<file path="src/hw/rtl/event_flag_group_unit_assert.svh">
// ----------------------------------------------------------------------------
// Event flag group assertion macros
// Shared concurrent assertion forms, clocked on clock and disabled in reset.
// ----------------------------------------------------------------------------
`ifndef EVENT_FLAG_GROUP_UNIT_ASSERT_SVH
`define EVENT_FLAG_GROUP_UNIT_ASSERT_SVH

// A condition that holds at every clock edge outside reset.
`define EFGU_ASSERT_ALWAYS(lbl, cond, msg) \
   lbl: assert property (@(posedge clock) disable iff (reset) (cond)) else $error(msg);

// A condition that, once seen, forces another one in the next cycle.
`define EFGU_ASSERT_NEXT(lbl, ante, cons, msg) \
   lbl: assert property (@(posedge clock) disable iff (reset) (ante) |=> (cons)) \
      else $error(msg);

`endif

</file>
<file path="src/hw/rtl/efgu_pkg.sv">
// ----------------------------------------------------------------------------
// Event flag group package
// Types and codes shared by the waiter cells and the top level.
// ----------------------------------------------------------------------------
package efgu_pkg;

   localparam logic [1:0] OP_POLL     = 2'd0;
   localparam logic [1:0] OP_NOTIFY   = 2'd1;
   localparam logic [1:0] OP_RESET    = 2'd2;
   localparam logic [1:0] OP_WITHDRAW = 2'd3;

   localparam logic [3:0] KIND_MATCHED     = 4'd0;
   localparam logic [3:0] KIND_PENDED      = 4'd1;
   localparam logic [3:0] KIND_WOULD_BLOCK = 4'd2;
   localparam logic [3:0] KIND_LIST_FULL   = 4'd3;
   localparam logic [3:0] KIND_WOKEN       = 4'd4;
   localparam logic [3:0] KIND_CANCELLED   = 4'd5;
   localparam logic [3:0] KIND_NOTIFY_DONE = 4'd6;
   localparam logic [3:0] KIND_RESET_DONE  = 4'd7;
   localparam logic [3:0] KIND_WITHDRAWN   = 4'd8;
   localparam logic [3:0] KIND_NOT_FOUND   = 4'd9;

   typedef struct packed {
      logic [3:0] tid;
      logic [7:0] wmask;
      logic       cons;
   } waiter_type;

   // Movement of the waiter chain in one cycle.
   typedef struct packed {
      logic append;
      logic shift;
      logic rotate;
   } chain_ctl_type;

   typedef struct packed {
      logic [3:0] kind;
      logic [3:0] tid;
      logic [7:0] bits;
      logic [3:0] count;
      logic       yield_req;
   } result_type;

endpackage

</file>
<file path="src/hw/rtl/efgu_cell.sv">
// ----------------------------------------------------------------------------
// Waiter cell
// Holds one waiter; loads a new entry, takes its neighbor, or takes the head.
// ----------------------------------------------------------------------------
module efgu_cell (
   input  logic                   clock,
   input  efgu_pkg::chain_ctl_type ctl,
   input  logic                   is_free,
   input  logic                   is_tail,
   input  efgu_pkg::waiter_type   new_entry,
   input  efgu_pkg::waiter_type   next_entry,
   input  efgu_pkg::waiter_type   head_entry,
   output efgu_pkg::waiter_type   entry
);

   efgu_pkg::waiter_type entry_ff;
   efgu_pkg::waiter_type entry_in;

   always_comb begin
      entry_in = entry_ff;
      if (ctl.append && is_free) begin
         entry_in = new_entry;
      end else if (ctl.shift) begin
         entry_in = next_entry;
      end else if (ctl.rotate) begin
         entry_in = is_tail ? head_entry : next_entry;
      end
   end

   always_ff @(posedge clock) begin
      entry_ff <= entry_in;
   end

   assign entry = entry_ff;

endmodule

</file>
<file path="src/hw/rtl/event_flag_group_unit.sv">
// ----------------------------------------------------------------------------
// Event flag group unit
// Flag word plus an ordered chain of waiting threads, driven by kernel calls.
// ----------------------------------------------------------------------------
// Usage: a command beat enters on the req_ channel (valid/stall) and produces
// one or more result beats on the rsp_ channel; the final one carries rsp_last.
// The block takes one command at a time: req_stall stays high from the cycle
// after a beat is taken until all results of that command are handed to the
// output register. Notify and withdraw walk the waiter chain one cell per
// cycle; a group reset cancels the waiters one at a time from the head
// before it is done. The walk rotates the chain through its head cell, so
// its length is set by the number of queued waiters, at most WAITER_SLOTS.
// Results are collected in a small buffer first, since every result carries
// the flag word as it stands after the whole command. A stalled rsp_ beat
// holds its payload; the next result waits behind it.
// The csr_ channel writes the flag reset value and is always ready; the user
// must write it only while the block is idle; the block does not enforce it.
// Reset empties the chain, clears the flag reset value and zeroes the flag word.
// ----------------------------------------------------------------------------
module event_flag_group_unit #(
   parameter int WAITER_SLOTS = 8,
   parameter int THREAD_IDS   = 16
) (
   input  logic       clock,
   input  logic       reset,
   input  logic       req_valid,
   output logic       req_stall,
   input  logic [1:0] req_opcode,
   input  logic [3:0] req_thread_id,
   input  logic [7:0] req_mask,
   input  logic       req_consume,
   input  logic       req_sched,
   input  logic       req_no_wait,
   output logic       rsp_valid,
   input  logic       rsp_stall,
   output logic [3:0] rsp_kind,
   output logic [3:0] rsp_thread_id_out,
   output logic [7:0] rsp_bits,
   output logic [3:0] rsp_count,
   output logic       rsp_yield_request,
   output logic [7:0] rsp_flag_word_now,
   output logic       rsp_last,
   input  logic       csr_valid,
   output logic       csr_ready,
   input  logic [7:0] csr_data
);

`include "event_flag_group_unit_assert.svh"

   localparam int CNT_W     = $clog2(WAITER_SLOTS + 1);
   localparam int BUF_DEPTH = WAITER_SLOTS + 1;
   localparam int PTR_W     = $clog2(BUF_DEPTH + 1);
   localparam int IDX_W     = $clog2(BUF_DEPTH);

   localparam logic [1:0] ST_IDLE   = 2'd0;
   localparam logic [1:0] ST_WALK   = 2'd1;
   localparam logic [1:0] ST_CANCEL = 2'd2;
   localparam logic [1:0] ST_EMIT   = 2'd3;

   logic [1:0]       state_ff, state_in;
   logic [7:0]       flag_ff, flag_in;
   logic [7:0]       rst_val_ff, rst_val_in;
   logic [CNT_W-1:0] cnt_ff, cnt_in;
   logic [CNT_W-1:0] rem_ff, rem_in;
   logic [7:0]       nv_ff, nv_in;
   logic             done_ff, done_in;
   logic [3:0]       woken_ff, woken_in;
   logic [1:0]       op_ff, op_in;
   logic [3:0]       tid_ff, tid_in;
   logic             sched_ff, sched_in;
   logic [PTR_W-1:0] wr_ff, wr_in;
   logic [PTR_W-1:0] rd_ff, rd_in;
   logic             rsp_valid_ff, rsp_valid_in;
   efgu_pkg::result_type rsp_rec_ff, rsp_rec_in;
   logic [7:0]       rsp_flag_ff, rsp_flag_in;
   logic             rsp_last_ff, rsp_last_in;

   efgu_pkg::result_type buf_ff [BUF_DEPTH];
   logic                 push;
   efgu_pkg::result_type push_rec;

   efgu_pkg::chain_ctl_type ctl;
   efgu_pkg::waiter_type    new_entry;
   efgu_pkg::waiter_type    cells [WAITER_SLOTS];
   efgu_pkg::waiter_type    head;

   logic [3:0] tid_mod;
   logic [7:0] trig;
   logic [7:0] nv_next;
   logic       hit;
   logic       load;

   // Thread ids wrap at THREAD_IDS; the input is narrow, so a constant table does it.
   always_comb begin
      tid_mod = '0;
      for (int i = 0; i < 16; i++) begin
         if (req_thread_id == 4'(i)) begin
            tid_mod = 4'(i % THREAD_IDS);
         end
      end
   end

   // The chain of waiter cells; cell 0 is the oldest waiter.
   genvar k;
   generate
      for (k = 0; k < WAITER_SLOTS; k++) begin : g_cell
         efgu_pkg::waiter_type nxt;
         if (k == WAITER_SLOTS - 1) begin : g_end
            assign nxt = '0;
         end else begin : g_mid
            assign nxt = cells[k+1];
         end
         efgu_cell u_cell (
            .clock      (clock),
            .ctl        (ctl),
            .is_free    (cnt_ff == CNT_W'(k)),
            .is_tail    (cnt_ff == CNT_W'(k + 1)),
            .new_entry  (new_entry),
            .next_entry (nxt),
            .head_entry (head),
            .entry      (cells[k])
         );
      end
   endgenerate

   assign head      = cells[0];
   assign new_entry = '{tid: tid_mod, wmask: req_mask, cons: req_consume};

   assign req_stall = (state_ff != ST_IDLE);
   assign csr_ready = 1'b1;
   assign load      = !rsp_valid_ff || !rsp_stall;

   always_comb begin
      state_in     = state_ff;
      flag_in      = flag_ff;
      rst_val_in   = rst_val_ff;
      cnt_in       = cnt_ff;
      rem_in       = rem_ff;
      nv_in        = nv_ff;
      done_in      = done_ff;
      woken_in     = woken_ff;
      op_in        = op_ff;
      tid_in       = tid_ff;
      sched_in     = sched_ff;
      wr_in        = wr_ff;
      rd_in        = rd_ff;
      rsp_valid_in = rsp_valid_ff && rsp_stall;
      rsp_rec_in   = rsp_rec_ff;
      rsp_flag_in  = rsp_flag_ff;
      rsp_last_in  = rsp_last_ff;
      push         = 1'b0;
      push_rec     = '0;
      ctl          = '0;
      trig         = '0;
      nv_next      = nv_ff;
      hit          = 1'b0;

      if (csr_valid) begin
         rst_val_in = csr_data;
      end

      unique case (state_ff)
         ST_IDLE: begin
            if (req_valid) begin
               op_in    = req_opcode;
               tid_in   = tid_mod;
               sched_in = req_sched;
               woken_in = '0;
               rem_in   = cnt_ff;
               trig     = flag_ff & req_mask;
               unique case (req_opcode)
                  efgu_pkg::OP_POLL: begin
                     push          = 1'b1;
                     push_rec.tid  = tid_mod;
                     state_in      = ST_EMIT;
                     priority if (req_mask == 8'd0) begin
                        push_rec.kind = efgu_pkg::KIND_MATCHED;
                     end else if (trig != 8'd0) begin
                        push_rec.kind = efgu_pkg::KIND_MATCHED;
                        push_rec.bits = trig;
                        if (req_consume) begin
                           flag_in = flag_ff & ~req_mask;
                        end
                     end else if (req_no_wait) begin
                        push_rec.kind = efgu_pkg::KIND_WOULD_BLOCK;
                     end else if (cnt_ff >= CNT_W'(WAITER_SLOTS)) begin
                        push_rec.kind = efgu_pkg::KIND_LIST_FULL;
                     end else begin
                        push_rec.kind = efgu_pkg::KIND_PENDED;
                        ctl.append    = 1'b1;
                        cnt_in        = cnt_ff + 1'b1;
                     end
                  end
                  efgu_pkg::OP_NOTIFY: begin
                     nv_in    = req_mask & ~flag_ff;
                     done_in  = ((req_mask & ~flag_ff) == 8'd0);
                     state_in = ST_WALK;
                  end
                  efgu_pkg::OP_RESET: begin
                     state_in = ST_CANCEL;
                  end
                  efgu_pkg::OP_WITHDRAW: begin
                     done_in  = 1'b0;
                     state_in = ST_WALK;
                  end
               endcase
            end
         end

         // One head cell per cycle: a hit leaves the chain, a miss goes to the
         // tail. Once the search is over the rest rotate through to keep order.
         ST_WALK: begin
            if (rem_ff == '0) begin
               push         = 1'b1;
               push_rec.tid = tid_ff;
               if (op_ff == efgu_pkg::OP_NOTIFY) begin
                  flag_in            = flag_ff | nv_ff;
                  push_rec.kind      = efgu_pkg::KIND_NOTIFY_DONE;
                  push_rec.count     = woken_ff;
                  push_rec.yield_req = (woken_ff != 4'd0) && sched_ff;
               end else begin
                  push_rec.kind = done_ff ? efgu_pkg::KIND_WITHDRAWN
                                          : efgu_pkg::KIND_NOT_FOUND;
               end
               state_in = ST_EMIT;
            end else begin
               trig = nv_ff & head.wmask;
               hit  = (op_ff == efgu_pkg::OP_NOTIFY) ? (trig != 8'd0)
                                                     : (head.tid == tid_ff);
               rem_in = rem_ff - 1'b1;
               if (!done_ff && hit) begin
                  ctl.shift = 1'b1;
                  cnt_in    = cnt_ff - 1'b1;
                  if (op_ff == efgu_pkg::OP_NOTIFY) begin
                     woken_in       = woken_ff + 1'b1;
                     push           = 1'b1;
                     push_rec.kind  = efgu_pkg::KIND_WOKEN;
                     push_rec.tid   = head.tid;
                     push_rec.bits  = trig;
                     push_rec.count = woken_ff + 1'b1;
                     nv_next        = head.cons ? (nv_ff & ~trig) : nv_ff;
                     nv_in          = nv_next;
                     done_in        = (nv_next == 8'd0);
                  end else begin
                     done_in = 1'b1;
                  end
               end else begin
                  ctl.rotate = 1'b1;
               end
            end
         end

         ST_CANCEL: begin
            push = 1'b1;
            if (cnt_ff == '0) begin
               flag_in        = rst_val_ff;
               push_rec.kind  = efgu_pkg::KIND_RESET_DONE;
               push_rec.tid   = tid_ff;
               push_rec.count = woken_ff;
               state_in       = ST_EMIT;
            end else begin
               ctl.shift      = 1'b1;
               cnt_in         = cnt_ff - 1'b1;
               woken_in       = woken_ff + 1'b1;
               push_rec.kind  = efgu_pkg::KIND_CANCELLED;
               push_rec.tid   = head.tid;
               push_rec.count = woken_ff + 1'b1;
            end
         end

         ST_EMIT: begin
            if (rd_ff == wr_ff) begin
               rd_in    = '0;
               wr_in    = '0;
               state_in = ST_IDLE;
            end else if (load) begin
               rsp_valid_in = 1'b1;
               rsp_rec_in   = buf_ff[rd_ff[IDX_W-1:0]];
               rsp_flag_in  = flag_ff;
               rsp_last_in  = (rd_ff + 1'b1 == wr_ff);
               rd_in        = rd_ff + 1'b1;
            end
         end

         default: begin
            state_in = ST_IDLE;
         end
      endcase

      if (push) begin
         wr_in = wr_ff + 1'b1;
      end
   end

   always_ff @(posedge clock) begin
      if (reset) begin
         state_ff     <= ST_IDLE;
         flag_ff      <= '0;
         rst_val_ff   <= '0;
         cnt_ff       <= '0;
         rem_ff       <= '0;
         done_ff      <= 1'b0;
         woken_ff     <= '0;
         wr_ff        <= '0;
         rd_ff        <= '0;
         rsp_valid_ff <= 1'b0;
      end else begin
         state_ff     <= state_in;
         flag_ff      <= flag_in;
         rst_val_ff   <= rst_val_in;
         cnt_ff       <= cnt_in;
         rem_ff       <= rem_in;
         done_ff      <= done_in;
         woken_ff     <= woken_in;
         wr_ff        <= wr_in;
         rd_ff        <= rd_in;
         rsp_valid_ff <= rsp_valid_in;
      end
   end

   always_ff @(posedge clock) begin
      nv_ff       <= nv_in;
      op_ff       <= op_in;
      tid_ff      <= tid_in;
      sched_ff    <= sched_in;
      rsp_rec_ff  <= rsp_rec_in;
      rsp_flag_ff <= rsp_flag_in;
      rsp_last_ff <= rsp_last_in;
      if (push) begin
         buf_ff[wr_ff[IDX_W-1:0]] <= push_rec;
      end
   end

   assign rsp_valid         = rsp_valid_ff;
   assign rsp_kind          = rsp_rec_ff.kind;
   assign rsp_thread_id_out = rsp_rec_ff.tid;
   assign rsp_bits          = rsp_rec_ff.bits;
   assign rsp_count         = rsp_rec_ff.count;
   assign rsp_yield_request = rsp_rec_ff.yield_req;
   assign rsp_flag_word_now = rsp_flag_ff;
   assign rsp_last          = rsp_last_ff;

   `EFGU_ASSERT_ALWAYS(a_cnt_bound, cnt_ff <= CNT_W'(WAITER_SLOTS), "waiter count overflow")
   `EFGU_ASSERT_ALWAYS(a_walk_rem, (state_ff != ST_WALK) || (rem_ff <= cnt_ff),
      "walk has more cells left than waiters")
   `EFGU_ASSERT_NEXT(a_accept_busy, req_valid && !req_stall, state_ff != ST_IDLE,
      "accepted command did not start")

endmodule
</file>
<file path="config.mk">
export PLATFORM = sky130hd
export DESIGN_NAME = event_flag_group_unit
export DESIGN_NICKNAME = d
export VERILOG_FILES = /design/src/hw/rtl/efgu_pkg.sv /design/src/hw/rtl/efgu_cell.sv /design/src/hw/rtl/event_flag_group_unit.sv
export VERILOG_INCLUDE_DIRS = /design/src /design/src/hw/rtl
export SDC_FILE = /design/constraint.sdc
export NUM_CORES = 1
export LEC_CHECK = 0
export BUFFER_PORTS_ARGS = -buffer_cell sky130_fd_sc_hd__buf_4
export CELL_PAD_IN_SITES_DETAIL_PLACEMENT = 1
export CELL_PAD_IN_SITES_GLOBAL_PLACEMENT = 1
export CORE_MARGIN = 3
export CORE_UTILIZATION = 40
export CTS_CLUSTER_SIZE = 25
export DETAILED_ROUTE_END_ITERATION = 7
export GPL_ROUTABILITY_DRIVEN = 0
export GPL_TIMING_DRIVEN = 0
export PLACE_DENSITY_LB_ADDON = 0.2
export SLEW_MARGIN = 20
export SYNTH_ARGS = -nofsm -noshare
export SYNTH_HDL_FRONTEND = slang
export SYNTH_SLANG_ARGS = --single-unit
</file>
<file path="constraint.sdc">
create_clock -name clock -period 5.4 [get_ports clock]
set_clock_uncertainty 0.1 [all_clocks]
set_input_delay 1.08 -clock clock [delete_from_list [all_inputs] [get_ports clock]]
set_output_delay 1.08 -clock clock [all_outputs]
set_load 0.01 [all_outputs]
</file>
* After elaboration in Yosys (flattened, before gate mapping)
Memories as Yosys holds them, arrays and structs flattened. A register that Yosys moved wholly into a read port is not among the register bits.
Index checks and enable logic that the tools add are counted.
** Word-level totals
- Register bits after elaboration :: 168
- Latch bits :: 0
- Memory bits (writable) :: 189
- Bits in read-only memories :: 0
- Input port bits :: 30
- Output and inout bits :: 33
- Memories kept :: 1
** Memories
- buf_ff :: words 9, width 21, read ports 1, clocked after memory_dff 1, wr ports 1, line event_flag_group_unit.sv:78 : efgu_pkg::result_type buf_ff [BUF_DEPTH];
** Operators by class
- Add/subtract/negate cells :: 6
- Multipliers :: 0
- Div/mod/pow operators :: 0
- Magnitude comparators :: 1
- Eq/ne operators :: 51
- Shifts and indexed selects :: 0
- Muxes and demuxes :: 146
- Bitwise operators :: 10
- Reduce and logical (&&, ||, !) cells :: 52
** Operator list (number)
- two-way mux 13 bit :: 32
- two-way mux 4 bit :: 37
- two-way mux 8 bit :: 18
- one-hot mux 8 bit (3 select lines) :: 2
- bitwise AND 8 bit :: 5
- two-way mux 19 bit :: 2
- == test 4 bit, second input constant :: 9
- == test 4 x 3 -> 1 bit, second input constant :: 8
- one-hot mux 8 bit (2 select lines) :: 2
- two-way mux 1 bit :: 30
- two-way mux 14 bit :: 2
- nonzero test 3 bit :: 9
- != test 2 bit, second input constant :: 13
- logical NOT 8 bit :: 3
- inverter 8 bit :: 3
- one-hot mux 4 bit (3 select lines) :: 2
- two-way mux 2 bit :: 9
- adder 4 x 1 -> 4 bit, second input constant :: 4
- == test 4 x 2 -> 1 bit, second input constant :: 4
- one-hot mux 4 bit (2 select lines) :: 2
- nonzero test 8 bit :: 2
- == test 4 bit :: 3
- logical AND 1 bit :: 11
- AND reduction 10 bit :: 1
- other kinds (29) :: 53

* Logic depth before layout (Yosys ltp)
- Depth in word-level cells :: 19
- Gate-level depth with buffers :: 11

* Modules after synthesis
From an unflattened synthesis, not the netlist that was laid out.
** Unflattened totals
- Cell total of the unflattened synthesis :: 1304
- Area total of the unflattened synthesis :: 17511.8 µm²
** Modules (own cells, without submodules)
- event_flag_group_unit :: times used 1, cells an instance 824, area each 11896.4 µm², sequential area each 7827.5 µm²
- efgu_cell :: times used 8, cells an instance 60, area each 701.9 µm², sequential area each 390.4 µm²

* Least setup slack after synthesis
OpenSTA, ideal clock, no wires.
- Kind :: input-to-reg
- Start point :: in req_valid
- End point :: mem buf_ff[3][0] in the netlist's numbering, enable pin
- Setup time :: 452 ps
- Arrival :: 4249 ps
- Data required time :: 4848 ps
- Slack :: 599 ps
- Stages on the path :: 6
- Buffers on the path :: 1
- Cells stage by stage :: and2_2 > nor3b_4 > nor3_1 > a211o_1 > buf_2 > nor4_1
** Between the ends
- Word-level cells in the longest chain between the ends :: 4
** RTL lines
- start, declared :: line event_flag_group_unit.sv:26 : input logic req_valid,
- two-way mux 1 bit :: line event_flag_group_unit.sv:164 : if (req_valid) begin
- one-hot mux 1 bit (3 select lines) :: line event_flag_group_unit.sv:162 : unique case (state_ff)
- two-way mux 1 bit :: line event_flag_group_unit.sv:329 : if (push) begin
- two-way mux 1 bit (not written as such) :: line event_flag_group_unit.sv:330 : buf_ff[wr_ff[IDX_W-1:0]] <= push_rec;
- end, declared :: line event_flag_group_unit.sv:78
No other way between the ends.

* Final worst setup path
- Start point :: reg state_ff[1]
- End point :: mem buf_ff[2][12] in the netlist's numbering, enable pin
** Between the ends
- Word-level cells in the longest chain between the ends :: 4
- Elaborated cells between the ends (all ways) :: 6
- Those cells by class :: eq/ne (2); mux (3); reduce/logical (1)
** RTL lines
- start, declared :: line event_flag_group_unit.sv:60 : logic [1:0] state_ff, state_in;
- start signal, assigned :: line event_flag_group_unit.sv:308 : state_ff <= state_in;
- == test 2 bit (tied with other cells) :: line event_flag_group_unit.sv:162
- one-hot mux 1 bit (3 select lines) (*) :: line event_flag_group_unit.sv:162
- two-way mux 1 bit (*) :: line event_flag_group_unit.sv:329
- two-way mux 1 bit (not written as such) (*) :: line event_flag_group_unit.sv:330
Every way passes the cells marked *; elsewhere a longest branch is shown, timed or not.

==> results.md <==
* Root buffer cell: clkbuf_16
* Initial antenna violation count at 0
* Synth Warn # at 0
* Initial DRC Count at 737
* Min-delay src: state_ff[1]
* DRC violations left at 0
* Critical Path End Type: flop
* P per Cell Area at roughly 490 mW/mm^2
* Crit start category: flop
* Final worst setup slack at roughly 1400 ps
* Die Wd at around 210 um
* Cell taking the most area after synthesis: edfxtp_1
* Max Clk Rate at about 250 MHz
* Endpoints failing setup at 0
* I/O Buffers at 55
* TritonCTS Buffers at between 40 and 50
* Core ar. at 0.0421 sq mm
* DRT Pass-1 Iters at 7
* H-Tree Depth at 2
* Final instance area at about 0.020 sq mm
* Critical path launch point: state_ff[1]
* Most frequent cells in the layout: edfxtp_1 (338), nand2_1 (164), nor2_1 (125)
* Hold-fix buffers at CTS at 0
* Wire per inst at approximately 24 um
* Clk slew on worst S/H paths at 60 ps
* Row count at between 70 and 80
* Final Max Tran Viols at 0
* CTS resizes at 0
* Crit path kind: flop to flop
* Worst r2r src: state_ff[1]
* #FFs+latches synth at between 300 and 400
* TritonCTS Sinks at 378
* Seq/Total Area, Yosys at 0.638
* Avg Inst Size Synth at 13.1 sq um
* Setup_tns at 0 ps
* Critical Path, Cell by Cell: inv_1 > ha_1 > and2_2 > nor3b_4 > nor3_1 > a211o_1 > buf_2 > nor4b_4 > buf_4 > buf_6
* MaxCap Viol Count at 0
* Post-synthesis cell type count at ~70
* Post-route ant nets at 0
* Crit path max-delay cell type: nor4b_4
* Filler cells at 4319
* Grt ovf at 0
* EDFF count, synth at approximately 340
* Rel. slew slack at 0.341
* First-pass GRT wire length at about 74 mm
* Flop2flop setup slack at 1440 ps
* Peak VDD IR at roughly 0.29 mV
* IO Pins at 63
* CP top delay family: simple AND/OR/NAND/NOR gates
* Worst-path maximum fanout at 10
* Clock Latency Late Sink at roughly 560 ps
* Drt via density at between 5 and 6
* Initial core utilization at 0.407
* Placed Instance Area at 0.0184 sq mm
* Cell Area, Synth at ~0.017 sq mm
* Worst-Margin Slew at just under 1000 ps
* Total power at around 0.0096 W
* Vias in the first global route at about 12000
* NumNets Final at between 1000 and 1500
* RSZ-0062 raised after global routing: no
* Tcrit/Tclk final at 0.733
* Main synth FF type: edfxtp_1
* Leading cell type in the layout, fill and taps excluded: edfxtp_1
* Post-DP HPWL at roughly 34 mm
* Hold Fails Final Rpt at 0
* Worst-case clock buffer depth at 3
* Post-synth top area share at 0.591
* Fin crit period at 3960 ps
* Synth area leaders: edfxtp_1 (59%), mux4_2 (5.5%), dfxtp_1 (4.7%)
* Static leakage at 6.88 nW
* Syn Inst Count at about 1300
* Worst path max stage delay at 670 ps
* CP Buf/Inv Count at 4
* Synth-to-Final Area Change at 14.8%
* Chip Height at 213 um
* Pre-CTS WS at 1170 ps
* Status: finished clean
* Critical path required time at about 5600 ps
* Postcts setup bufs at 0
* CTS tree: done
* Ant diodes at 0
* Synth async-reset ratio at 0
* Vias at 11155
* Post-Route WL at approximately 49 mm
* Largest net degree at the start of global routing at 22
* CP arrival at approximately 4100 ps
* Syn nets at approximately 1400
* GRT Util Overall at 0.219
* Full die area at around 0.045 sq mm
* Hold WC Path Type: flop to flop
* Fraction of layout cells with a size suffix above 1 at 0.168
cell type report:
cell class | instances | area (sq um) | share of cell area
clock inverters | 23 | 158 | 0.00801
flip-flops and latches | 378 | 11000 | 0.556
well taps | 539 | 674 | 0.0342
repair buffers | 68 | 532 | 0.0270
clock buffers | 52 | 1110 | 0.0564
inverters | 21 | 78.8 | 0.00400
multi-input cells | 807 | 5650 | 0.287
plain buffers | 103 | 538 | 0.0273
layer usage:
| layer | vias up | routed length, um | global-route usage | part of all wire |
|---|---|---|---|---|
| met4 | 0 | 1470 | 0.0704 | 0.030 |
| met1 | 5726 | 20600 | 0.281 | 0.42 |
| met5 | - | 0 | 0 | 0 |
| li1 | 5125 | - | - | - |
| met3 | 72 | 1810 | 0.0260 | 0.037 |
| met2 | 232 | 24800 | 0.389 | 0.51 |
synth_stat cells (all sizes together) (2+ instances only):
cell,n
ha,18
nand4b,2
and2,3
a222oi,4
mux4,42
a211oi,11
and4,3
a21oi,87
or3,5
buf,44
o211ai,3
dfxtp,40
nor2,126
edfxtp,338
inv,21
xor2,8
nor4b,3
clkbuf,59
a22o,13
o22ai,7
nor3,18
nor2b,2
nand2b,14
nand3b,2
mux2,21
nor3b,4
a311oi,2
a31oi,44
nor4,5
a21boi,8
a211o,2
a22oi,4
nand4,9
nand2,164
o21ai,51
mux2i,73
nand3,19
xnor2,7
and3,10
flip-flops by register name, indices dropped and copies added (netlist names), 8 cells and up:
signal               flops
buf_ff                 189
g_cell.u_cell.entry    104
flag_ff                  8
nv_ff                    8
rsp_bits                 8
rsp_flag_word_now        8
rst_val_ff               8
worst paths after layout:
check,to,cells past startpoint
setup / recovery,buf_ff[2][12],10
hold reg to reg,state_ff[1],2
setup reg to reg,buf_ff[2][12],10
hold / removal,state_ff[1],2
report_power, final:
part           total, W  internal, W  switching, W
Combinational   0.00272     0.000920       0.00180
Sequential      0.00417      0.00398      0.000191
Clock           0.00269      0.00155       0.00114
Total           0.00958      0.00645       0.00313
logic make-up (layout without fill, tap and decap cells):
group	Yosys count	in the layout	synth area share
AO/OA/AOI/OAI	245	245	0.0885
XOR/XNOR	15	15	0.00766
adder cells (fa/ha/maj)	18	18	0.0131
buffers and inverters	124	267	0.0359
flip-flops	378	378	0.638
multiplexers	136	136	0.111
other	1	1	0.000219
AND/OR/NAND/NOR	392	392	0.105
per-stage QoR:
step	cells	util	hold WS, ps
3_5_place_dp	1916	0.437	402
2_1_floorplan	1309	-	344
5_1_grt	1991	0.467	449
4_1_cts	1991	0.467	409
3_3_place_gp	1903	0.433	393
6_report	1991	0.467	414
worst reg2reg max path, cell delays in order (launching register included):
cell	delay [ps]
dfxtp_1	350
inv_1	160
ha_1	330
and2_2	390
nor3b_4	470
nor3_1	100
a211o_1	360
buf_2	240
nor4b_4	670
buf_4	330
buf_6	180
Power figures use the tool's default switching activity.
